$ cat src/rtl/core/wpa_pkg.sv
`timescale 1ns / 1ps
// ----------------------------------------------------------------------------
// wpa_pkg
// Shared types, widths and the CORDIC arctangent table for the pose
// accumulator.
// ----------------------------------------------------------------------------
package wpa_pkg;

  // number of CORDIC micro-rotations per pass (8 .. 24)
  localparam int CORDIC_STEPS = 16;
  localparam int CNT_W        = $clog2(CORDIC_STEPS);

  // CORDIC vector width and angle width
  localparam int CW     = 38;
  localparam int LO_W   = CW / 2;
  localparam int ZW     = 34;
  localparam int PROD_W = LO_W + 1 + 31;
  localparam int ACC_W  = 62;

  // CORDIC gain correction, unsigned Q1.30
  localparam logic [30:0] K_SCALE = 31'd652032874;

  typedef logic signed [CW-1:0] vec_t;
  typedef logic signed [ZW-1:0] ang_t;

  // position types
  localparam logic [1:0] POS_EGO = 2'd0;
  localparam logic [1:0] POS_OFS = 2'd1;
  localparam logic [1:0] POS_ABS = 2'd2;

  // register indexes
  localparam logic REG_EPS_X = 1'b0;
  localparam logic REG_EPS_Y = 1'b1;

  typedef struct packed {
    logic               start_of_list;
    logic [1:0]         pos_type;
    logic signed [31:0] target_x;
    logic signed [31:0] target_y;
    logic signed [15:0] target_angle;
    logic               angle_relative;
    logic signed [15:0] arc_angle;
    logic               report;
  } item_t;

  typedef struct packed {
    logic signed [31:0] pose_x;
    logic signed [31:0] pose_y;
    logic signed [15:0] pose_heading;
  } pose_t;

  // controller to datapath
  typedef struct packed {
    logic accept;
    logic load;
    logic step;
    logic mul;
    logic pos;
    logic fin;
  } cmd_t;

  // datapath to controller
  typedef struct packed {
    logic rot;
    logic step_last;
    logic mul_last;
    logic need_vec;
    logic report;
    logic out_busy;
  } stat_t;

  // arctangent of 2^-i in turns scaled by 2^32
  function automatic logic [31:0] atan_at(input logic [4:0] i);
    logic [31:0] r;
    case (i)
      5'd0:  r = 32'h20000000;
      5'd1:  r = 32'h12E4051E;
      5'd2:  r = 32'h09FB385B;
      5'd3:  r = 32'h051111D4;
      5'd4:  r = 32'h028B0D43;
      5'd5:  r = 32'h0145D7E1;
      5'd6:  r = 32'h00A2F61E;
      5'd7:  r = 32'h00517C55;
      5'd8:  r = 32'h0028BE53;
      5'd9:  r = 32'h00145F2F;
      5'd10: r = 32'h000A2F98;
      5'd11: r = 32'h000517CC;
      5'd12: r = 32'h00028BE6;
      5'd13: r = 32'h000145F3;
      5'd14: r = 32'h0000A2FA;
      5'd15: r = 32'h0000517D;
      5'd16: r = 32'h000028BE;
      5'd17: r = 32'h0000145F;
      5'd18: r = 32'h00000A30;
      5'd19: r = 32'h00000518;
      5'd20: r = 32'h0000028C;
      5'd21: r = 32'h00000146;
      5'd22: r = 32'h000000A3;
      5'd23: r = 32'h00000051;
      default: r = 32'h0;
    endcase
    return r;
  endfunction

endpackage

$ cat src/rtl/core/wpa_if.sv
`timescale 1ns / 1ps
// ----------------------------------------------------------------------------
// wpa_if
// Valid/ready channels for waypoint items and pose items.
// ----------------------------------------------------------------------------
interface wpa_wp_if;
  logic               valid;
  logic               ready;
  logic               start_of_list;
  logic [1:0]         pos_type;
  logic signed [31:0] target_x;
  logic signed [31:0] target_y;
  logic signed [15:0] target_angle;
  logic               angle_relative;
  logic signed [15:0] arc_angle;
  logic               report;

  modport source (output valid, start_of_list, pos_type, target_x, target_y,
                  target_angle, angle_relative, arc_angle, report, input ready);
  modport sink (input valid, start_of_list, pos_type, target_x, target_y,
                target_angle, angle_relative, arc_angle, report, output ready);
endinterface

interface wpa_pose_if;
  logic               valid;
  logic               ready;
  logic signed [31:0] pose_x;
  logic signed [31:0] pose_y;
  logic signed [15:0] pose_heading;

  modport source (output valid, pose_x, pose_y, pose_heading, input ready);
  modport sink (input valid, pose_x, pose_y, pose_heading, output ready);
endinterface

$ cat src/rtl/core/wpa_regs.sv
`timescale 1ns / 1ps
// ----------------------------------------------------------------------------
// wpa_regs
// APB register file holding the turn-in-place epsilon limits.
// ----------------------------------------------------------------------------
module wpa_regs (
  input  logic        clk,
  input  logic        rst,
  input  logic        psel,
  input  logic        penable,
  input  logic        pwrite,
  input  logic [2:0]  paddr,
  input  logic [31:0] pwdata,
  output logic [31:0] prdata,
  output logic        pready,
  output logic [30:0] eps_x,
  output logic [30:0] eps_y
);
  import wpa_pkg::*;

  logic wr;

  assign pready = 1'b1;
  assign wr     = psel && penable && pwrite;

  // write registers
  always_ff @(posedge clk) begin
    if (rst) begin
      eps_x <= 31'd1280;
      eps_y <= 31'd1280;
    end else if (wr) begin
      if (paddr[2] == REG_EPS_X) eps_x <= pwdata[30:0];
      else                       eps_y <= pwdata[30:0];
    end
  end

  // read mux
  always_comb begin
    if (paddr[2] == REG_EPS_X) prdata = {1'b0, eps_x};
    else                       prdata = {1'b0, eps_y};
  end
endmodule

$ cat src/rtl/core/wpa_ctrl.sv
`timescale 1ns / 1ps
// ----------------------------------------------------------------------------
// wpa_ctrl
// Sequencer: load, rotate, scale, place, vector, finish.
// ----------------------------------------------------------------------------
module wpa_ctrl (
  input  logic          clk,
  input  logic          rst,
  input  logic          in_valid,
  output logic          in_ready,
  input  wpa_pkg::stat_t st,
  output wpa_pkg::cmd_t  cmd
);
  import wpa_pkg::*;

  typedef enum logic [2:0] {
    S_IDLE, S_LOAD, S_ROT, S_MUL, S_POS, S_VEC, S_FIN
  } state_t;

  state_t state;

  assign in_ready = (state == S_IDLE);

  // decode commands from state
  always_comb begin
    cmd        = '0;
    cmd.accept = (state == S_IDLE) && in_valid;
    cmd.load   = (state == S_LOAD);
    cmd.step   = (state == S_ROT) || (state == S_VEC);
    cmd.mul    = (state == S_MUL);
    cmd.pos    = (state == S_POS);
    cmd.fin    = (state == S_FIN) && !(st.report && st.out_busy);
  end

  // advance state
  always_ff @(posedge clk) begin
    if (rst) begin
      state <= S_IDLE;
    end else begin
      case (state)
        S_IDLE: if (in_valid) state <= S_LOAD;
        S_LOAD: state <= st.rot ? S_ROT : S_POS;
        S_ROT:  if (st.step_last) state <= S_MUL;
        S_MUL:  if (st.mul_last) state <= S_POS;
        S_POS:  state <= st.need_vec ? S_VEC : S_FIN;
        S_VEC:  if (st.step_last) state <= S_FIN;
        S_FIN:  if (!(st.report && st.out_busy)) state <= S_IDLE;
        default: state <= S_IDLE;
      endcase
    end
  end
endmodule

$ cat src/rtl/core/wpa_dp.sv
`timescale 1ns / 1ps
// ----------------------------------------------------------------------------
// wpa_dp
// Pose registers, shared CORDIC unit, gain multiplier and output register.
// ----------------------------------------------------------------------------
module wpa_dp (
  input  logic           clk,
  input  logic           rst,
  input  wpa_pkg::cmd_t  cmd,
  output wpa_pkg::stat_t st,
  input  wpa_pkg::item_t in_item,
  input  logic [30:0]    eps_x,
  input  logic [30:0]    eps_y,
  output logic           out_valid,
  input  logic           out_ready,
  output wpa_pkg::pose_t out_pose
);
  import wpa_pkg::*;

  item_t            it;
  logic [31:0]      cur_x, cur_y;
  logic [15:0]      cur_heading;
  vec_t             cx, cy;
  ang_t             cz;
  logic [CNT_W-1:0] cnt;
  logic [1:0]       mul_cnt;
  logic [ACC_W-1:0] acc;
  logic [31:0]      rot_x, rot_y;
  logic             vec_mode;
  logic             need_vec;

  // load stage
  logic [15:0] hd_eff;
  logic        flip;
  logic [31:0] ang0;
  vec_t        tx_ext, ty_ext;

  // CORDIC step
  logic        cc;
  vec_t        xs, ys;
  ang_t        atan_ext;

  // gain multiply
  vec_t                     mv;
  logic signed [LO_W:0]     chunk;
  logic signed [PROD_W-1:0] prod;
  logic [ACC_W-1:0]         prod_ext, acc_sum;

  // place stage
  logic [31:0]        nx, ny;
  logic signed [32:0] dx, dy;
  logic [32:0]        adx, ady;
  logic               turn, pos_need;
  vec_t               dx_ext, dy_ext;

  // finish stage
  logic [31:0] zr;
  logic [15:0] atan16, half, head_fin;

  assign hd_eff = it.start_of_list ? 16'd0 : cur_heading;
  assign flip   = hd_eff[15] ^ hd_eff[14];
  assign ang0   = {hd_eff ^ {flip, 15'd0}, 16'd0};
  assign tx_ext = CW'(it.target_x);
  assign ty_ext = CW'(it.target_y);

  // rotate toward z = 0, or drive y to 0 when vectoring
  assign cc       = vec_mode ? !(cy > 0) : !cz[ZW-1];
  assign xs       = cx >>> cnt;
  assign ys       = cy >>> cnt;
  assign atan_ext = ZW'(atan_at(5'(cnt)));

  // one partial product of the gain correction per cycle
  assign mv       = mul_cnt[1] ? cy : cx;
  assign chunk    = mul_cnt[0] ? $signed({mv[CW-1], mv[CW-1:LO_W]})
                               : $signed({1'b0, mv[LO_W-1:0]});
  assign prod     = chunk * $signed({1'b0, K_SCALE});
  assign prod_ext = ACC_W'(prod);
  assign acc_sum  = acc + (prod_ext << LO_W);

  // new position and displacement
  always_comb begin
    case (it.pos_type)
      POS_EGO: begin nx = cur_x + rot_x;      ny = cur_y + rot_y;      end
      POS_OFS: begin nx = cur_x + it.target_x; ny = cur_y + it.target_y; end
      POS_ABS: begin nx = it.target_x;         ny = it.target_y;         end
      default: begin nx = cur_x;               ny = cur_y;               end
    endcase
  end
  assign dx       = $signed({nx[31], nx}) - $signed({cur_x[31], cur_x});
  assign dy       = $signed({ny[31], ny}) - $signed({cur_y[31], cur_y});
  assign adx      = dx[32] ? 33'(-dx) : 33'(dx);
  assign ady      = dy[32] ? 33'(-dy) : 33'(dy);
  assign turn     = (adx < {2'b00, eps_x}) && (ady < {2'b00, eps_y});
  assign pos_need = !turn && it.angle_relative && ((dx != 0) || (dy != 0));
  assign dx_ext   = CW'(dx);
  assign dy_ext   = CW'(dy);

  // rounded arctangent and half arc toward zero
  assign zr       = cz[31:0] + 32'h0000_8000;
  assign atan16   = need_vec ? zr[31:16] : 16'd0;
  assign half     = 16'($signed(it.arc_angle + {15'd0, it.arc_angle[15]}) >>> 1);
  assign head_fin = cur_heading + atan16 + half;

  assign st.rot       = (it.pos_type == POS_EGO);
  assign st.step_last = (cnt == CNT_W'(CORDIC_STEPS - 1));
  assign st.mul_last  = (mul_cnt == 2'd3);
  assign st.need_vec  = pos_need;
  assign st.report    = it.report;
  assign st.out_busy  = out_valid && !out_ready;

  // latch item
  always_ff @(posedge clk) begin
    if (cmd.accept) it <= in_item;
  end

  // pose state
  always_ff @(posedge clk) begin
    if (rst) begin
      cur_x       <= '0;
      cur_y       <= '0;
      cur_heading <= '0;
      need_vec    <= 1'b0;
    end else if (cmd.load) begin
      if (it.start_of_list) begin
        cur_x <= '0;
        cur_y <= '0;
      end
      cur_heading <= hd_eff;
    end else if (cmd.pos) begin
      cur_x    <= nx;
      cur_y    <= ny;
      need_vec <= pos_need;
      if (turn && it.angle_relative) cur_heading <= cur_heading + it.target_angle;
      else                           cur_heading <= it.target_angle;
    end else if (cmd.fin) begin
      cur_heading <= head_fin;
    end
  end

  // CORDIC unit and multiplier
  always_ff @(posedge clk) begin
    if (rst) begin
      cnt      <= '0;
      mul_cnt  <= '0;
      vec_mode <= 1'b0;
    end else if (cmd.load) begin
      cx       <= flip ? -tx_ext : tx_ext;
      cy       <= flip ? -ty_ext : ty_ext;
      cz       <= ZW'($signed(ang0));
      cnt      <= '0;
      mul_cnt  <= '0;
      vec_mode <= 1'b0;
    end else if (cmd.step) begin
      cx  <= cc ? cx - ys : cx + ys;
      cy  <= cc ? cy + xs : cy - xs;
      cz  <= cc ? cz - atan_ext : cz + atan_ext;
      cnt <= cnt + CNT_W'(1);
    end else if (cmd.mul) begin
      mul_cnt <= mul_cnt + 2'd1;
      if (!mul_cnt[0]) acc <= prod_ext + (ACC_W'(1) << 29);
      else if (!mul_cnt[1]) rot_x <= acc_sum[61:30];
      else rot_y <= acc_sum[61:30];
    end else if (cmd.pos) begin
      cx       <= dx[32] ? -dx_ext : dx_ext;
      cy       <= dx[32] ? -dy_ext : dy_ext;
      cz       <= dx[32] ? ZW'(34'h0_8000_0000) : '0;
      cnt      <= '0;
      vec_mode <= 1'b1;
    end
  end

  // output register
  always_ff @(posedge clk) begin
    if (rst) begin
      out_valid <= 1'b0;
    end else if (cmd.fin && it.report) begin
      out_valid <= 1'b1;
    end else if (out_ready) begin
      out_valid <= 1'b0;
    end
  end

  always_ff @(posedge clk) begin
    if (cmd.fin && it.report) begin
      out_pose.pose_x       <= cur_x;
      out_pose.pose_y       <= cur_y;
      out_pose.pose_heading <= head_fin;
    end
  end

  a_fin_out: assert property (@(posedge clk) disable iff (rst)
    cmd.fin && it.report |=> out_valid)
    else $error("reported item did not reach output register");
  a_cnt_range: assert property (@(posedge clk) disable iff (rst)
    cnt < CNT_W'(CORDIC_STEPS) || CORDIC_STEPS == (1 << CNT_W))
    else $error("step counter out of range");
  a_one_cmd: assert property (@(posedge clk) disable iff (rst)
    $onehot0({cmd.load, cmd.step, cmd.mul, cmd.pos, cmd.fin}))
    else $error("datapath commands overlap");
  a_no_overwrite: assert property (@(posedge clk) disable iff (rst)
    out_valid && !out_ready && !(cmd.fin && it.report) |=> $stable(out_pose))
    else $error("pending pose overwritten");
endmodule

$ cat src/rtl/core/waypoint_pose_accumulator_top.sv
`timescale 1ns / 1ps
// ----------------------------------------------------------------------------
// waypoint_pose_accumulator_top
// Planar pose accumulator: applies one waypoint per item, reports the pose of flagged items.
// ----------------------------------------------------------------------------
// Port   Dir  Kind        Item
// wp     in   valid/ready waypoint (type, target, angles, flags)
// pose   out  valid/ready pose x, y, heading
// apb    in   APB r/w     eps_x at 0x0, eps_y at 0x4
//
// An item passes through accept, load, place and finish. An egocentric step
// adds the heading rotation and the gain multiply before place, and an atan2
// pass follows place when the heading follows the move; both passes use the
// single shared CORDIC unit. Reset is synchronous and clears the pose to the
// origin. A stalled pose output holds the finishing item until it is taken.
// ----------------------------------------------------------------------------
module waypoint_pose_accumulator_top (
  input  logic        clk,
  input  logic        rst,
  wpa_wp_if.sink      wp,
  wpa_pose_if.source  pose,
  input  logic        psel,
  input  logic        penable,
  input  logic        pwrite,
  input  logic [2:0]  paddr,
  input  logic [31:0] pwdata,
  output logic [31:0] prdata,
  output logic        pready
);
  import wpa_pkg::*;

  cmd_t        cmd;
  stat_t       st;
  item_t       in_item;
  pose_t       out_pose;
  logic [30:0] eps_x, eps_y;
  logic        out_valid;

  // gather item fields
  assign in_item.start_of_list  = wp.start_of_list;
  assign in_item.pos_type       = wp.pos_type;
  assign in_item.target_x       = wp.target_x;
  assign in_item.target_y       = wp.target_y;
  assign in_item.target_angle   = wp.target_angle;
  assign in_item.angle_relative = wp.angle_relative;
  assign in_item.arc_angle      = wp.arc_angle;
  assign in_item.report         = wp.report;

  assign pose.valid        = out_valid;
  assign pose.pose_x       = out_pose.pose_x;
  assign pose.pose_y       = out_pose.pose_y;
  assign pose.pose_heading = out_pose.pose_heading;

  wpa_regs u_regs (
    .clk, .rst, .psel, .penable, .pwrite, .paddr, .pwdata, .prdata, .pready,
    .eps_x, .eps_y
  );

  wpa_ctrl u_ctrl (
    .clk, .rst, .in_valid(wp.valid), .in_ready(wp.ready), .st, .cmd
  );

  wpa_dp u_dp (
    .clk, .rst, .cmd, .st, .in_item, .eps_x, .eps_y,
    .out_valid, .out_ready(pose.ready), .out_pose
  );
endmodule

$ cat src/flat_wrapper.sv
// flat-port wrapper written by rule: the top's interface ports become plain ports
module waypoint_pose_accumulator_top_flat import wpa_pkg::*;
  (clk, rst, psel, penable, pwrite, paddr, pwdata, prdata, pready, wp_valid, wp_start_of_list, wp_pos_type, wp_target_x, wp_target_y, wp_target_angle, wp_angle_relative, wp_arc_angle, wp_report, wp_ready, pose_valid, pose_pose_x, pose_pose_y, pose_pose_heading, pose_ready);
  wpa_wp_if wp_i ();
  wpa_pose_if pose_i ();
  input  logic clk;
  input  logic rst;
  input  logic psel;
  input  logic penable;
  input  logic pwrite;
  input  logic [2:0] paddr;
  input  logic [31:0] pwdata;
  output logic [31:0] prdata;
  output logic pready;
  input wire logic [$bits(wp_i.valid)-1:0] wp_valid;
  input wire logic [$bits(wp_i.start_of_list)-1:0] wp_start_of_list;
  input wire logic [$bits(wp_i.pos_type)-1:0] wp_pos_type;
  input wire logic [$bits(wp_i.target_x)-1:0] wp_target_x;
  input wire logic [$bits(wp_i.target_y)-1:0] wp_target_y;
  input wire logic [$bits(wp_i.target_angle)-1:0] wp_target_angle;
  input wire logic [$bits(wp_i.angle_relative)-1:0] wp_angle_relative;
  input wire logic [$bits(wp_i.arc_angle)-1:0] wp_arc_angle;
  input wire logic [$bits(wp_i.report)-1:0] wp_report;
  output wire logic [$bits(wp_i.ready)-1:0] wp_ready;
  output wire logic [$bits(pose_i.valid)-1:0] pose_valid;
  output wire logic [$bits(pose_i.pose_x)-1:0] pose_pose_x;
  output wire logic [$bits(pose_i.pose_y)-1:0] pose_pose_y;
  output wire logic [$bits(pose_i.pose_heading)-1:0] pose_pose_heading;
  input wire logic [$bits(pose_i.ready)-1:0] pose_ready;
  assign wp_i.valid = wp_valid;
  assign wp_i.start_of_list = wp_start_of_list;
  assign wp_i.pos_type = wp_pos_type;
  assign wp_i.target_x = wp_target_x;
  assign wp_i.target_y = wp_target_y;
  assign wp_i.target_angle = wp_target_angle;
  assign wp_i.angle_relative = wp_angle_relative;
  assign wp_i.arc_angle = wp_arc_angle;
  assign wp_i.report = wp_report;
  assign wp_ready = wp_i.ready;
  assign pose_valid = pose_i.valid;
  assign pose_pose_x = pose_i.pose_x;
  assign pose_pose_y = pose_i.pose_y;
  assign pose_pose_heading = pose_i.pose_heading;
  assign pose_i.ready = pose_ready;
  waypoint_pose_accumulator_top u_core (.clk(clk), .rst(rst), .wp(wp_i), .pose(pose_i), .psel(psel), .penable(penable), .pwrite(pwrite), .paddr(paddr), .pwdata(pwdata), .prdata(prdata), .pready(pready));
endmodule
$ cat config.mk
export PLATFORM = sky130hd
export DESIGN_NAME = waypoint_pose_accumulator_top_flat
export DESIGN_NICKNAME = d
export VERILOG_FILES = /design/src/rtl/core/wpa_pkg.sv /design/src/rtl/core/wpa_if.sv /design/src/rtl/core/wpa_regs.sv /design/src/rtl/core/wpa_ctrl.sv /design/src/rtl/core/wpa_dp.sv /design/src/rtl/core/waypoint_pose_accumulator_top.sv /design/src/flat_wrapper.sv
export SDC_FILE = /design/constraint.sdc
export NUM_CORES = 2
export LEC_CHECK = 0
export ABC_AREA = 1
export ABC_CLOCK_PERIOD_IN_PS = 9590
export BUFFER_PORTS_ARGS = -buffer_cell sky130_fd_sc_hd__buf_2
export CORE_MARGIN = 2
export CORE_UTILIZATION = 45
export CTS_CLUSTER_SIZE = 40
export DETAILED_ROUTE_END_ITERATION = 6
export GPL_ROUTABILITY_DRIVEN = 1
export PLACE_DENSITY = 0.66
export RECOVER_POWER = 100
export SLEW_MARGIN = 10
export SYNTH_ARGS = -nofsm -noshare
export SYNTH_HDL_FRONTEND = slang
export SYNTH_HIERARCHICAL = 1
export SYNTH_SLANG_ARGS = --single-unit
$ cat constraint.sdc
create_clock -name clk -period 9.59 [get_ports clk]
set_input_delay 0.959 -clock clk [delete_from_list [all_inputs] [get_ports clk]]
set_output_delay 0.959 -clock clk [all_outputs]
set_load 0.03 [all_outputs]
==> load_flow_metrics.sql <==
INSERT INTO impl_metrics (metric_group, metric, value, unit) VALUES
('synthesis', 'post_synth_instance_area', '0.0650', 'mm²'),
('clock_network', 'cts-root-to-sink-buffers', '3', ''),
('run_status', 'outcome', 'finished, violations left', ''),
('hold_path', 'hold_path.class', 'primary input to register', ''),
('critical_path', 'cp_data_required_time', '10.02', 'ns'),
('timing', 'fin_worst_hold_slack', '0.431', 'ns'),
('synthesis', 'synth.top_cells.by_count', 'nand2_1, inv_1, nor2_1, a21oi_1, ha_1', ''),
('run_status', 'violations', 'max-capacitance violations, max-slew violations', ''),
('drt', 'drt-vias-per-instance', '5.60', ''),
('timing', 'setup_tns', '0', 'ns'),
('floorplanning', 'die_y', '384', 'µm'),
('drt', 'avgRoutedWirePerCell', '23.6', 'µm'),
('place', 'gpl.final_weighted_congestion', '1.02', ''),
('critical_path', 'crit_top_cell', 'fa_1', ''),
('timing', 'finalCritPeriodShare', '95.6', '%'),
('global_routing', 'number_of_global_route_vias_before_repair', '60700', ''),
('global_routing', 'overflow', '0', ''),
('clock_network', 'clock_tree.root_cell', 'clkbuf_16', ''),
('timing', 'finalHoldViolCount', '0', ''),
('synthesis', 'synth_area_per_cell', '7.03', 'µm²'),
('place', 'dpl.hpwl', '226000', 'µm'),
('floorplanning', 'standard_cell_row_count', '139', ''),
('synthesis', 'synth_largest_type_area_fraction', '17.9', '%'),
('drt', 'drt-initial-drc-count', '6904', ''),
('flow_run', 'cap_viol_max_count', '18', ''),
('critical_path', 'crit_path_end_kind', 'register', ''),
('critical_path', 'criticalPathCategory', 'register to register', ''),
('critical_path', 'timing.critical_path.slowest_cell_delay', '0.65', 'ns'),
('clock_network', 'cts_max_level', '3', ''),
('synthesis', 'synth_async_sr_flop_share', '0', '%'),
('critical_path', 'arrival_time_at_the_worst_endpoint', '9.60', 'ns'),
('floorplanning', 'floorplan.die.width', '384', 'µm'),
('clock_network', 'cts_tree', 'built', ''),
('drt', 'first_pass_iters', '6', ''),
('layout', 'finish.net_count', '10500', ''),
('clock_network', 'cts_buffers', '73', ''),
('critical_path', 'worstSetupStartpointType', 'register', ''),
('synthesis', 'synth_cell_types', '82', ''),
('drt', 'drcViolationCount', '0', ''),
('drt', 'antenna_violating_nets_post_route', '0', ''),
('global_routing', 'antenna_found_initial', '8', ''),
('layout', 'fillCellCount', '14800', ''),
('clock_network', 'clk-insertion-delay-late', '0.70', 'ns'),
('timing', 'finalClockSkew', '0.0302', 'ns'),
('timing', 'max_slew_margin', '-182', '%'),
('synthesis', 'synth.net_count', '10200', ''),
('clock_network', 'cts.sink_count', '571', ''),
('global_routing', 'grt_max_degree', '87', ''),
('synthesis', 'synth_top_cells_by_area', 'edfxtp_1, nand2_1, ha_1', ''),
('floorplanning', 'i_o_pin_count', '258', ''),
('floorplanning', 'core_area', '0.143', 'mm²'),
('floorplanning', 'dieArea', '0.148', 'mm²'),
('synthesis', 'post_synth_inst_count', '9243', ''),
('place', 'port_buffers', '252', ''),
('layout', 'final_layout_size_suffix_gt1_share', '6.72', '%'),
('critical_path', 'timing.critical_path.slowest_stage_cell', 'fa_1', ''),
('synthesis', 'yosys_warnings', '6', ''),
('timing', 'timing_max_transition_violations_final', '804', ''),
('synthesis', 'yosys.cell_count.top_type', 'nand2_1', ''),
('timing', 'period_minus_slack', '9.17', 'ns'),
('place', 'place_worst_setup_slack', '0.263', 'ns'),
('layout', 'synthToLayoutAreaGrowth', '9.69', '%'),
('synthesis', 'synth.largest_area_cell', 'edfxtp_1', ''),
('clock_network', 'clkSlewWorstSetupHoldPaths', '0.07', 'ns'),
('synthesis', 'seq_area_frac_synth', '23.5', '%'),
('floorplanning', 'initial_core_util', '45.3', '%'),
('global_routing', 'wire_length_of_the_first_global_routing_pass', '393000', 'µm'),
('timing', 'finalSetupViolCount', '0', ''),
('timing', 'worst_slew_pin_slew', '4.23', 'ns'),
('drt', 'dr_total_vias', '64200', ''),
('synthesis', 'ys_dominant_reg_cell', 'edfxtp_1', ''),
('synthesis', 'synth_enable_flop_cells', '387', ''),
('drt', 'finalWirelength', '270000', 'µm'),
('timing', 'max_freq', '109', 'MHz'),
('timing', 'final.setup.worst_slack', '0.423', 'ns'),
('synthesis', 'ys_ff_latch', '571', ''),
('critical_path', 'critical_path_peak_fanout', '41', ''),
('clock_network', 'postCtsSetupRepairBufs', '0', ''),
('global_routing', 'gr-usage-all-layers', '35.8', '%');
cell usage in the layout, fill, tap and decap left out, types with 28 or more instances in the layout:
cell type | Yosys | routed
xor2_1 | 261 | 261
xnor2_1 | 117 | 116
a21o_1 | 35 | 35
nor2_1 | 766 | 763
o221ai_1 | 58 | 58
edfxtp_1 | 387 | 387
or2_2 | 28 | 28
a21oi_1 | 653 | 652
nor2_2 | 30 | 32
buf_4 | 19 | 150
ha_1 | 600 | 600
o22ai_1 | 30 | 30
clkbuf_16 | 0 | 78
inv_1 | 1500 | 1497
o211ai_1 | 41 | 41
nand2_2 | 44 | 45
nand3_1 | 422 | 423
buf_2 | 38 | 124
nand2_1 | 2206 | 2204
o21ai_0 | 528 | 533
dfxtp_1 | 184 | 180
o21a_1 | 33 | 33
clkbuf_1 | 143 | 153
mux2i_1 | 49 | 49
o21ai_1 | 159 | 155
nor4_1 | 35 | 35
nor3_1 | 120 | 120
fa_1 | 261 | 261
a31oi_1 | 61 | 61
nand4_1 | 89 | 89
flip-flops by register name (all words and copies together) (netlist names), 31 cells and up:
| signal | flops |
|---|---|
| u_core/u_dp/it | 100 |
| u_core/u_dp/out_pose | 80 |
| u_core/u_dp/cx | 38 |
| u_core/u_dp/cy | 38 |
| u_core/u_dp/cz | 34 |
| u_core/u_dp/acc | 32 |
| u_core/u_dp/cur_x | 32 |
| u_core/u_dp/cur_y | 32 |
| u_core/u_dp/rot_x | 32 |
| u_core/u_dp/rot_y | 32 |
| u_core/u_regs/eps_x | 31 |
| u_core/u_regs/eps_y | 31 |
through the flow:
stage	instances	util (%)	instance area [µm²]
global route	11500	49.7	71300
global placement	11300	48.0	68900
CTS	11500	49.8	71500
detailed placement	11300	48.0	68900
floorplan	9243	-	65000
finish	11500	49.7	71300
final timing paths:
path / from / end / slack [ns] / depth (start not counted)
max: u_core/u_dp/mul_cnt[1]$_SDFFE_PP0P_ / u_core/u_dp/rot_x[28]$_DFFE_PP_ / 0.42 / 32
min: wp_target_angle[3] / u_core/u_dp/it[21]$_DFFE_PP_ / 0.43 / 1
max reg2reg: u_core/u_dp/mul_cnt[1]$_SDFFE_PP0P_ / u_core/u_dp/rot_x[28]$_DFFE_PP_ / 0.42 / 32
min reg2reg: u_core/u_dp/vec_mode$_SDFFE_PP0P_ / u_core/u_dp/vec_mode$_SDFFE_PP0P_ / 0.48 / 2
repair_timing:
action / 4_1_cts / 5_1_grt
hold buffers: 0 / 0
endpoints found under the setup margin: 0 / 43
gates resized for setup: 0 / 16
logic make-up after synthesis:
family	synth area share [%]
adder cells (fa/ha/maj)	19.6
flip-flops	23.5
buffers and inverters	10.7
XOR/XNOR	5.24
AO/OA/AOI/OAI	15.2
other	0.0116
AND/OR/NAND/NOR	24.8
multiplexers	0.983
final cells by class:
type / instances / area [µm²] / share of cell area, %
multi-input combinational: 6894 / 42900 / 60.1
sequential: 571 / 15300 / 21.5
inverter: 1531 / 5750 / 8.07
timing repair buffer: 422 / 2390 / 3.35
tap: 1903 / 2380 / 3.34
clock buffer: 95 / 2080 / 2.92
clock inverter: 41 / 515 / 0.723
antenna: 3 / 7.51 / 0.0105
layer usage:
| layer | track usage [%] | vias up | part of all wire [%] |
|---|---|---|---|
| met5 | 0 | - | 0 |
| met4 | 16.7 | 0 | 5.4 |
| met3 | 6.42 | 455 | 8.3 |
| met2 | 54.8 | 2657 | 43 |
| met1 | 48.9 | 30300 | 43 |
| li1 | - | 30800 | - |
worst max-delay path, delay by kind of cell, from the launching register on:
family / cells / cell delay [ns]
flops: 1 / 0.38
compound gates: 8 / 1.62
fa+ha+maj: 9 / 4.55
simple gates: 7 / 0.99
xor+xnor: 2 / 0.43
buf+inv: 6 / 0.87
Power is left out: the tool's default activity adds up to more than one toggle a clock period on the data nets, which glitch-free logic cannot reach.
